## src/rtl/bero_pkg.sv

```systemverilog
// Shared constants, codes and types of the binary erosion block.
// Used by the interfaces, the line cells, the control unit and the top level.
`timescale 1ns / 1ps

package bero_pkg;

    localparam int MAX_COLS = 1024;
    localparam int MAX_ROWS = 1024;

    localparam int CFG_W  = 11;
    localparam int CHAN_W = 8;
    localparam int PIX_W  = 3 * CHAN_W;
    localparam int IDX_W  = 2;
    localparam int NCH_W  = 2;

    localparam int COL_W = $clog2(MAX_COLS);
    localparam int ROW_W = $clog2(MAX_ROWS);
    localparam int CNT_W = $clog2(MAX_COLS + 2);

    localparam int COLS_CAP = (MAX_COLS < (2 ** CFG_W)) ? MAX_COLS : (2 ** CFG_W) - 1;
    localparam int ROWS_CAP = (MAX_ROWS < (2 ** CFG_W)) ? MAX_ROWS : (2 ** CFG_W) - 1;

    localparam logic [CFG_W-1:0] COLS_RST  = CFG_W'(640);
    localparam logic [CFG_W-1:0] ROWS_RST  = CFG_W'(480);
    localparam logic [NCH_W-1:0] CHANS_RST = NCH_W'(3);

    typedef enum logic [IDX_W-1:0] {
        REG_COLS  = 2'd0,
        REG_ROWS  = 2'd1,
        REG_CHANS = 2'd2
    } cfg_reg_t;

    typedef enum logic {
        OP_PUSH  = 1'b0,
        OP_DRAIN = 1'b1
    } opcode_t;

    typedef logic [PIX_W-1:0] pix_t;

    typedef struct packed {
        pix_t pix;
        logic fg;
    } sample_t;

    typedef struct packed {
        logic shift;
        logic emit;
        logic drain;
        logic up_ok;
        logic down_ok;
        logic left_ok;
        logic right_ok;
        logic frame_end;
    } step_t;

endpackage

```

## src/rtl/bero_if.sv

```systemverilog


interface bero_cfg_if;
    import bero_pkg::*;

    logic             valid;
    logic             ready;
    logic [IDX_W-1:0] index;
    logic [CFG_W-1:0] data;

    modport source (output valid, output index, output data, input ready);
    modport sink   (input valid, input index, input data, output ready);
endinterface

```

## src/rtl/bero_ctrl.sv

```systemverilog
// Control unit: configuration registers, frame positions, pending count and request decode.
// Depends on bero_pkg and the configuration interface.
`timescale 1ns / 1ps

module bero_ctrl (
    input  logic                         clk,
    input  logic                         rst_n,
    bero_cfg_if.sink                     cfg,
    input  logic                         accept,
    input  logic                         opcode,
    output logic [bero_pkg::COL_W-1:0]   cols_m1,
    output logic [bero_pkg::NCH_W-1:0]   chans,
    output logic                         restart,
    output bero_pkg::step_t              step
);
    import bero_pkg::*;

    logic [CFG_W-1:0] cols_reg, cols_next;
    logic [CFG_W-1:0] rows_reg, rows_next;
    logic [NCH_W-1:0] chans_reg, chans_next;
    logic [COL_W-1:0] in_col_reg, in_col_next;
    logic [ROW_W-1:0] in_row_reg, in_row_next;
    logic [COL_W-1:0] out_col_reg, out_col_next;
    logic [ROW_W-1:0] out_row_reg, out_row_next;
    logic [CNT_W-1:0] pending_reg, pending_next;
    logic             full_reg, full_next;

    logic [CFG_W-1:0] cols_eff;
    logic [CFG_W-1:0] rows_eff;
    logic [ROW_W-1:0] rows_m1;
    logic             pend_full;
    logic             push_ok;
    logic             drain_ok;
    logic             in_col_last, in_row_last;
    logic             out_col_last, out_row_last;

    assign cfg.ready = 1'b1;

    always_comb
    begin
        if (cols_reg < CFG_W'(2))
        begin
            cols_eff = CFG_W'(2);
        end
        else if (cols_reg > CFG_W'(COLS_CAP))
        begin
            cols_eff = CFG_W'(COLS_CAP);
        end
        else
        begin
            cols_eff = cols_reg;
        end

        if (rows_reg < CFG_W'(2))
        begin
            rows_eff = CFG_W'(2);
        end
        else if (rows_reg > CFG_W'(ROWS_CAP))
        begin
            rows_eff = CFG_W'(ROWS_CAP);
        end
        else
        begin
            rows_eff = rows_reg;
        end
    end

    assign cols_m1 = COL_W'(cols_eff - 1'b1);
    assign rows_m1 = ROW_W'(rows_eff - 1'b1);
    assign chans   = (chans_reg == '0) ? NCH_W'(1) : chans_reg;

    assign in_col_last  = (in_col_reg == cols_m1);
    assign in_row_last  = (in_row_reg == rows_m1);
    assign out_col_last = (out_col_reg == cols_m1);
    assign out_row_last = (out_row_reg == rows_m1);
    assign pend_full    = (pending_reg == (CNT_W'(cols_m1) + CNT_W'(2)));

    assign push_ok  = accept && (opcode == OP_PUSH) && !full_reg;
    assign drain_ok = accept && (opcode == OP_DRAIN) && full_reg && (pending_reg != '0);

    always_comb
    begin
        step.shift     = push_ok || drain_ok;
        step.emit      = drain_ok || (push_ok && pend_full);
        step.drain     = drain_ok;
        step.up_ok     = (out_row_reg != '0);
        step.down_ok   = !out_row_last;
        step.left_ok   = (out_col_reg != '0);
        step.right_ok  = !out_col_last;
        step.frame_end = out_row_last && out_col_last;
    end

    always_comb
    begin
        cols_next  = cols_reg;
        rows_next  = rows_reg;
        chans_next = chans_reg;
        restart    = 1'b0;
        if (cfg.valid)
        begin
            unique case (cfg.index)
                REG_COLS:
                begin
                    cols_next = cfg.data;
                    restart   = 1'b1;
                end
                REG_ROWS:
                begin
                    rows_next = cfg.data;
                    restart   = 1'b1;
                end
                REG_CHANS:
                begin
                    chans_next = cfg.data[NCH_W-1:0];
                    restart    = 1'b1;
                end
                default:
                begin
                    restart = 1'b0;
                end
            endcase
        end
    end

    always_comb
    begin
        in_col_next  = in_col_reg;
        in_row_next  = in_row_reg;
        out_col_next = out_col_reg;
        out_row_next = out_row_reg;
        pending_next = pending_reg;
        full_next    = full_reg;

        if (restart)
        begin
            in_col_next  = '0;
            in_row_next  = '0;
            out_col_next = '0;
            out_row_next = '0;
            pending_next = '0;
            full_next    = 1'b0;
        end
        else
        begin
            if (push_ok)
            begin
                if (in_col_last)
                begin
                    in_col_next = '0;
                    if (in_row_last)
                    begin
                        in_row_next = '0;
                        full_next   = 1'b1;
                    end
                    else
                    begin
                        in_row_next = in_row_reg + 1'b1;
                    end
                end
                else
                begin
                    in_col_next = in_col_reg + 1'b1;
                end
                if (!pend_full)
                begin
                    pending_next = pending_reg + 1'b1;
                end
            end

            if (drain_ok)
            begin
                pending_next = pending_reg - 1'b1;
                if (pending_reg == CNT_W'(1))
                begin
                    full_next = 1'b0;
                end
            end

            if (step.emit)
            begin
                if (out_col_last)
                begin
                    out_col_next = '0;
                    out_row_next = out_row_last ? '0 : out_row_reg + 1'b1;
                end
                else
                begin
                    out_col_next = out_col_reg + 1'b1;
                end
            end
        end
    end

    always_ff @(posedge clk or negedge rst_n)
    begin
        if (!rst_n)
        begin
            cols_reg    <= COLS_RST;
            rows_reg    <= ROWS_RST;
            chans_reg   <= CHANS_RST;
            in_col_reg  <= '0;
            in_row_reg  <= '0;
            out_col_reg <= '0;
            out_row_reg <= '0;
            pending_reg <= '0;
            full_reg    <= 1'b0;
        end
        else
        begin
            cols_reg    <= cols_next;
            rows_reg    <= rows_next;
            chans_reg   <= chans_next;
            in_col_reg  <= in_col_next;
            in_row_reg  <= in_row_next;
            out_col_reg <= out_col_next;
            out_row_reg <= out_row_next;
            pending_reg <= pending_next;
            full_reg    <= full_next;
        end
    end

endmodule

```

## src/flat_wrapper.sv

```systemverilog
// flat-port wrapper written by rule: the top's interface ports become plain ports
module bero_ctrl_flat import bero_pkg::*;
  (clk, rst_n, accept, opcode, cols_m1, chans, restart, step, cfg_valid, cfg_index, cfg_data, cfg_ready);
  bero_cfg_if cfg_i ();
  input  logic clk;
  input  logic rst_n;
  input  logic accept;
  input  logic opcode;
  output logic [bero_pkg::COL_W-1:0] cols_m1;
  output logic [bero_pkg::NCH_W-1:0] chans;
  output logic restart;
  output bero_pkg::step_t step;
  input wire logic [$bits(cfg_i.valid)-1:0] cfg_valid;
  input wire logic [$bits(cfg_i.index)-1:0] cfg_index;
  input wire logic [$bits(cfg_i.data)-1:0] cfg_data;
  output wire logic [$bits(cfg_i.ready)-1:0] cfg_ready;
  assign cfg_i.valid = cfg_valid;
  assign cfg_i.index = cfg_index;
  assign cfg_i.data = cfg_data;
  assign cfg_ready = cfg_i.ready;
  bero_ctrl u_core (.clk(clk), .rst_n(rst_n), .cfg(cfg_i), .accept(accept), .opcode(opcode), .cols_m1(cols_m1), .chans(chans), .restart(restart), .step(step));
endmodule
```

## config.mk

```make
export PLATFORM = sky130hd
export DESIGN_NAME = bero_ctrl_flat
export DESIGN_NICKNAME = d
export VERILOG_FILES = /design/src/rtl/bero_pkg.sv /design/src/rtl/bero_if.sv /design/src/rtl/bero_ctrl.sv /design/src/flat_wrapper.sv
export SDC_FILE = /design/constraint.sdc
export NUM_CORES = 1
export LEC_CHECK = 0
export BUFFER_PORTS_ARGS = -buffer_cell sky130_fd_sc_hd__clkbuf_2
export CORE_AREA = 2 2 69 137
export CTS_BUF_LIST = sky130_fd_sc_hd__clkbuf_16
export CTS_CLUSTER_SIZE = 10
export DETAILED_ROUTE_END_ITERATION = 7
export DIE_AREA = 0 0 71 139
export PLACE_DENSITY_LB_ADDON = 0.2
export SLEW_MARGIN = 20
export SYNTH_ARGS = -nofsm -noshare
export SYNTH_HDL_FRONTEND = slang
export SYNTH_SLANG_ARGS = --single-unit
```

## constraint.sdc

```tcl
create_clock -name clk -period 11.2 [get_ports clk]
set_clock_uncertainty 0.2 [all_clocks]
set_input_delay 1.12 -clock clk [delete_from_list [all_inputs] [get_ports clk]]
set_output_delay 1.12 -clock clk [all_outputs]
set_load 0.05 [all_outputs]
```

* After elaboration in Yosys (flattened, before gate mapping)
Index checks and enable logic that the tools add are counted.
** Word-level totals
- Flip-flop bits (word level) :: 76
- Bits in latches :: 0
- RAM bits :: 0
- ROM bits :: 0
- Input port bits :: 18
- Output and inout bits :: 22
- Word-level logic and storage cells :: 92
- Memories kept :: 0
** Cells by class
- Add/subtract/negate cells :: 9
- Multiply operators :: 0
- Divide/modulo/power cells :: 0
- $lt $le $gt $ge :: 4
- Eq/ne operators :: 9
- Shifts and indexed selects :: 0
- Muxes and demuxes :: 31
- Bitwise logic cells :: 1
- Reduce and logical (&&, ||, !) cells :: 29
** Operator list (count)
- 10-bit two-way mux :: 18
- 11-bit two-way mux :: 4
- 10-bit by 1-bit adder with 10-bit output (second input constant) :: 4
- 10-bit == test :: 4
- 11-bit > comparator (second input constant) :: 2
- 11-bit by 2-bit < comparator with 1-bit output (second input constant) :: 2
- 10-bit nonzero test :: 2
- 10-bit by 1-bit subtractor with 10-bit output (second input constant) :: 2
- 2-bit AND reduction :: 6
- 10-bit by 2-bit adder with 11-bit output (second input constant) :: 1
- 11-bit by 1-bit adder with 11-bit output (second input constant) :: 1
- 11-bit by 1-bit == test with 1-bit output (second input constant) :: 1
- 11-bit == test :: 1
- 11-bit nonzero test :: 1
- 11-bit by 1-bit subtractor with 11-bit output (second input constant) :: 1
- 1-bit two-way mux :: 8
- 2-bit nonzero test :: 4
- 1-bit logical AND :: 7
- 2-bit logical NOT :: 2
- 1-bit logical NOT :: 3
- 3-bit != test (second input constant) :: 1
- 3-bit nonzero test :: 1
- 3-bit OR reduction :: 1
- 2-bit by 1-bit == test with 1-bit output (second input constant) :: 1
- 4 further kinds :: 5

* Depth between registers and ports, before layout
Gate-level depths: netlist of run 1.
- Word-level depth :: 11
- Depth in mapped cells :: 18
- Gate-level depth less buffers :: 15

* Worst setup path after synthesis of run 1
OpenSTA, ideal clock, no wires.
- Kind :: flip-flop to output port
- Start :: reg u_core.cols_reg[3]
- End :: out step[0] in the netlist's numbering
- Arrival :: 4.702 ns
- Required time :: 9.880 ns
- Path slack :: 5.178 ns
- Stages on the path, launching flop included :: 12
- Path buffers :: 1
- Cells stage by stage :: dfrtp_1 > buf_2 > or4_1 > o311a_1 > inv_1 > ha_1 > nor4b_2 > a211o_1 > nand3_2 > xnor2_1 > nand4_1 > nor2_1
** RTL lines
- start: declaration :: line bero_ctrl.sv:18 : logic [CFG_W-1:0] cols_reg, cols_next;
- start signal: assignment :: line bero_ctrl.sv:210 : cols_reg <= cols_next;
- end: declaration :: line flat_wrapper.sv:12 : output bero_pkg::step_t step;

==> results of run 1 <==
==> cells in the mapped netlist, drive strengths merged, types with 19 or more instances <==
cell type / count / area (sq um)
dfrtp: 68 / 1700
inv: 30 / 113
xor2: 22 / 193
o21ai: 56 / 280
nor3: 23 / 115
xnor2: 36 / 315
mux2: 23 / 259
nand2: 49 / 184
nand4: 19 / 119
nand3: 26 / 135
a21oi: 21 / 105
clkbuf: 22 / 83.8
nor2: 50 / 195
and3: 21 / 131
==> final timing paths <==
path,startpoint,end,slack (ns),cells after the start
worst max-delay path,u_core.cols_reg[8],step[6],4.89,14
worst min-delay path,u_core.out_col_reg[0],u_core.out_col_reg[0],0.35,1
worst max register to register,u_core.cols_reg[8],u_core.out_row_reg[9],5.62,15
worst min register to register,u_core.out_col_reg[0],u_core.out_col_reg[0],0.35,1
max in group asynchronous,rst_n,u_core.pending_reg[10],9.43,1
min in group asynchronous,rst_n,u_core.out_row_reg[8],0.74,1
==> logic make-up after synthesis <==
group / after synthesis / share of synthesized area (%)
mux: 26 / 5.03
buf+inv: 63 / 4.45
xor+xnor: 59 / 9.24
fa+ha+maj: 13 / 2.83
compound gates: 162 / 19.5
simple gates: 270 / 25.5
flops: 76 / 33.3
other cells: 1 / 0.0653
==> routing by layer <==
layer  GRT usage, %  part of all wire, %  vias up
met5              0                    0        -
met4           21.6                  6.6        0
met3           4.00                  3.6       84
met2           60.7                   54      207
met1           34.2                   35     2608
li1               -                    -     2497
==> worst register-to-register path: cells and delay by family, from the launching register on <==
| kind | cells | cell delay (ns) |
|---|---|---|
| buffers and inverters | 3 | 0.57 |
| AOI/OAI and AO/OA | 7 | 2.19 |
| and+or+nand+nor | 4 | 1.81 |
| adders and majority gates | 1 | 0.30 |
| DFF | 1 | 0.42 |
==> per-stage QoR <==
stage,utilization [%],worst slack [ns]
floorplan,-,5.18
CTS,70.4,4.96
global route,70.6,4.73
global placement,67.1,5.49
finish,70.6,4.89
detailed placement,67.1,5.35
==> power groups by stage <==
stage               clock (uW)  combinational, uW  sequential (uW)
floorplan                    0                322              333
global placement             0                386              353
detailed placement           0                399              354
CTS                        295                402              350
global route               306                439              357
finish                     293                408              352
==> final cells by class <==
type / instances / area (sq um)
multi-input combinational: 531 / 3590
fill: 728 / 2620
sequential: 76 / 1910
timing repair buffer: 43 / 230
clock buffer: 9 / 225
tap: 102 / 128
inverter: 31 / 116
clock inverter: 7 / 73.8
==> impl_metrics.ini, run 1 <==
[power_and_ir_drop]
clock_power_share_pct = 27.9
power_density_nw_per_um2 = 168
combPwrFrac_pct = 38.7
leakagePower_uw = 0.00261
seqPwrFrac_pct = 33.4
p_switching_uw = 433
peakVddDrop_uv = 99.3
switching_share_pct = 41.1
power_uw = 1050
internal-power_uw = 620

[flow_run]
cap_viol_max_count = 0

[synth]
yosysUniqueCellTypes = 76
synth.net_count = 701
async_reset_ff_share_pct = 100
ys_seq_area_share_pct = 33.3
synth-main-ff-cell = dfrtp_1
ys_ff_latch = 76
syn_inst = 670
syn_area_sq_um = 5740
synth_edf_count = 0
ys.warnings.count = 0
syn_area_per_cell_sq_um = 8.57

[die]
pin_count = 40
core-area_sq_um = 8890
die_area_sq_um = 9870
die_h_microns = 139
die_x_microns = 71
placementRows = 49
start_util_pct = 64.6

[setup_path]
critPathMaxStageDelay_ns = 0.55
critPathTopFamily = compound AO/OA/AOI/OAI gates
start_kind = register
cp_slowest_cell = or3_1
endpoint_kind = output port
path_buf_inv = 3
cp.required_ns = 9.88
path_class = reg -> out
arrival_ns = 4.99
path_max_fanout = 12
worstPathCellList = or3_1 -> o311a_1 -> inv_1 -> ha_1 -> or3b_1 -> a211oi_2 -> a31oi_1 -> and3_1 -> a311o_1 -> a211oi_2 -> buf_4 -> nand3_1 -> nand2_1 -> clkbuf_2
cpMostUsedCell = a211oi_2

[run_status]
status = completed

[sta]
relSlewSlack_pct = 35.5
period_minus_slack_ns = 6.31
grt_setup_unrepaired = false
worst_pin_slew_ns = 0.968
min_period_over_period_pct = 56.4
hold_viol_final = 0
tns_ns = 0
final-setup-viol-count = 0
drv_slew = 0
fmax_mhz = 158
whs_ns = 0.351

[cts]
clkSlewWorstSetupHoldPaths_ns = 0.06
hold_buffers = 0
cts_root_buf = clkbuf_16
clockBufferDepth = 2
postCtsSetupRepairBufs = 0
post_cts_resized = 0
numCtsBuffers = 9
htree_num_levels = 3
cts_tree = built
cts_sinks = 76
clkLatencyLatePin_ns = 0.34

[grt]
track_usage_pct = 33.2
grt-ovfl-total = 0
grt_pass1_vias = 5393
antenna_found_initial = 0
grt_max_degree = 77
grt_pass1_wl_microns = 26100

[route]
vias_per_cell = 6.75
first_iter_violations = 422
route.vias.total = 5396
postRouteAntennaNets = 0
dr.pass1.iters = 7
wl_per_cell_microns = 20.4
drc = 0
totalWireLength_microns = 16300

[final_layout]
final_nets = 723
drive_above_1_share_pct = 15.8
stdcell_area_sq_um = 6270
final_common_cell = dfrtp_1
layout_common_cells = dfrtp_1, nor2_1, nand2_1, clkbuf_2, xnor2_1
n_antenna_cell = 0
syn2layout_area_growth_pct = 9.24
layout.cells.non_filler = 799

[min_path]
holdCritPathClass = reg -> reg

[placement]
port_buffers = 38
place.gp.congestion = 0.979
hpwl_microns = 12200
dpl.cell_count = 783
placed_area_sq_um = 5960
(Power assumes the default switching activity.)
==> inputs of run 2 (changes only) <==
Settings changed: CORE_AREA 2 2 69 137 to 2 2 75 149, DIE_AREA 0 0 71 139 to 0 0 77 151.
Clock period 11.2 ns to 5.68 ns, I/O delays scaled along.
==> impl_metrics.ini, run 2 (same netlist as run 1, synthesis figures left out) <==
[sta]
final-setup-viol-count = 0
min_period_over_period_pct = 95.1
relSlewSlack_pct = 27.0
hold_viol_final = 0
grt_setup_unrepaired = false
tns_ns = 0
worst_pin_slew_ns = 1.08
fmax_mhz = 185
period_minus_slack_ns = 5.40
drv_slew = 0

[route]
route.vias.total = 5378
vias_per_cell = 6.41
dr.pass1.iters = 7
wl_per_cell_microns = 19.4
drc = 0
first_iter_violations = 317
postRouteAntennaNets = 0
totalWireLength_microns = 16300

[die]
core-area_sq_um = 10500
pin_count = 40
die_h_microns = 151
die_x_microns = 77
placementRows = 53
start_util_pct = 54.8
die_area_sq_um = 11600

[final_layout]
drive_above_1_share_pct = 16.5
fillCellCount = 964
fin_util_pct = 61.2
syn2layout_area_growth_pct = 11.7
final_nets = 728
multi_input_area_sq_um = 3600
area.sequential_sq_um = 1910
n_antenna_cell = 0
layout_common_cells = dfrtp_1, nor2_1, nand2_1, clkbuf_2, xnor2_1
stdcell_area_sq_um = 6410
final_common_cell = dfrtp_1

[cts]
postCtsSetupRepairBufs = 0
cts_sinks = 76
cts_root_buf = clkbuf_16
htree_num_levels = 3
clkSlewWorstSetupHoldPaths_ns = 0.06
numCtsBuffers = 9
cts_tree = built
clkLatencyLatePin_ns = 0.33
clockBufferDepth = 2

[grt]
grt-busiest-layer = met2
grt_pass1_vias = 5307
gr-usage-met2_pct = 54.2
grt_use_met3_pct = 3.46
grt-ovfl-total = 0
grt_pass1_wl_microns = 26200
track_usage_pct = 28.6
grt_max_degree = 77
antenna_found_initial = 0
grtUsageMet1_pct = 29.2

[setup_path]
start_kind = register
path_max_fanout = 10
worstPathCellList = or4_1 -> o311a_1 -> inv_1 -> ha_2 -> or3b_1 -> a211oi_2 -> buf_4 -> a31oi_1 -> and3_1 -> a311o_1 -> a211oi_4 -> nand3_1 -> nand2_1 -> clkbuf_2
endpoint_kind = output port
cp.required_ns = 4.91
cp_slowest_cell = or4_1
critPathMaxStageDelay_ns = 0.57
path_buf_inv = 3
path_class = reg -> out
arrival_ns = 4.64
critPathTopFamily = simple AND/OR/NAND/NOR gates

[run_status]
status = completed

[power_and_ir_drop]
leakagePower_uw = 0.00267
power_density_nw_per_um2 = 331
peakVddDrop_uv = 179

[placement]
port_buffers = 38
place.gp.congestion = 0.944
placed_area_sq_um = 6030
hpwl_microns = 12500

[flow_run]
cap_viol_max_count = 0

[min_path]
holdCritPathClass = in -> reg
## run 2: path summary, 6_finish.rpt
path	endpoint	slack [ns]	cells after the start	start
worst max-delay path	step[6]	0.28	14	u_core.cols_reg[3]
worst min-delay path	u_core.cols_reg[10]	0.28	3	cfg_data[10]
worst max register to register	u_core.out_row_reg[9]	0.67	14	u_core.cols_reg[3]
worst min register to register	u_core.rows_reg[9]	0.34	1	u_core.rows_reg[9]
max in group asynchronous	u_core.chans_reg[0]	4.17	3	rst_n
min in group asynchronous	u_core.out_row_reg[2]	0.47	2	rst_n
## run 2: report_power, final
| part | internal, uW | switching (uW) | total, uW |
|---|---|---|---|
| clock | 383 | 229 | 612 |
| sequential | 601 | 93.6 | 695 |
| combinational | 291 | 525 | 816 |
| total | 1280 | 847 | 2120 |
## run 2: through the flow
stage | setup WS (ns) | hold slack (ns) | instances | power (uW)
2_1_floorplan | 0.210 | 0.0724 | 670 | 1290
3_3_place_gp | 0.675 | 0.324 | 821 | 1480
3_5_place_dp | 0.584 | 0.324 | 821 | 1500
4_1_cts | 0.197 | 0.238 | 837 | 2120
5_1_grt | 0.0577 | 0.292 | 839 | 2240
6_report | 0.276 | 0.276 | 839 | 2120
## run 2: final cells by class
class,count,share of cell area [%]
clock buffers,9,3.51
clock inverters,7,1.42
inverters,31,1.81
multi-input cells,531,56.2
flip-flops and latches,76,29.8
well taps,137,2.67
repair buffers,48,4.53
## run 2: worst min-delay path: cells and delay by family
kind / cells / cell delay, ns
simple gates: 1 / 0.05
buf+inv: 1 / 0.10
compound gates: 1 / 0.06
## run 2: what timing repair did
item / CTS / global route
setup endpoints to repair: 0 / 1
gates resized for setup: 0 / 5
hold buffers: 0 / 1
endpoints found under the hold margin: 0 / 21
## run 2: per-layer routing
layer | share of wire, % | vias up
met5 | 0 | -
met4 | 6.4 | 0
met3 | 3.3 | 64
met2 | 54 | 184
met1 | 36 | 2621
li1 | - | 2509
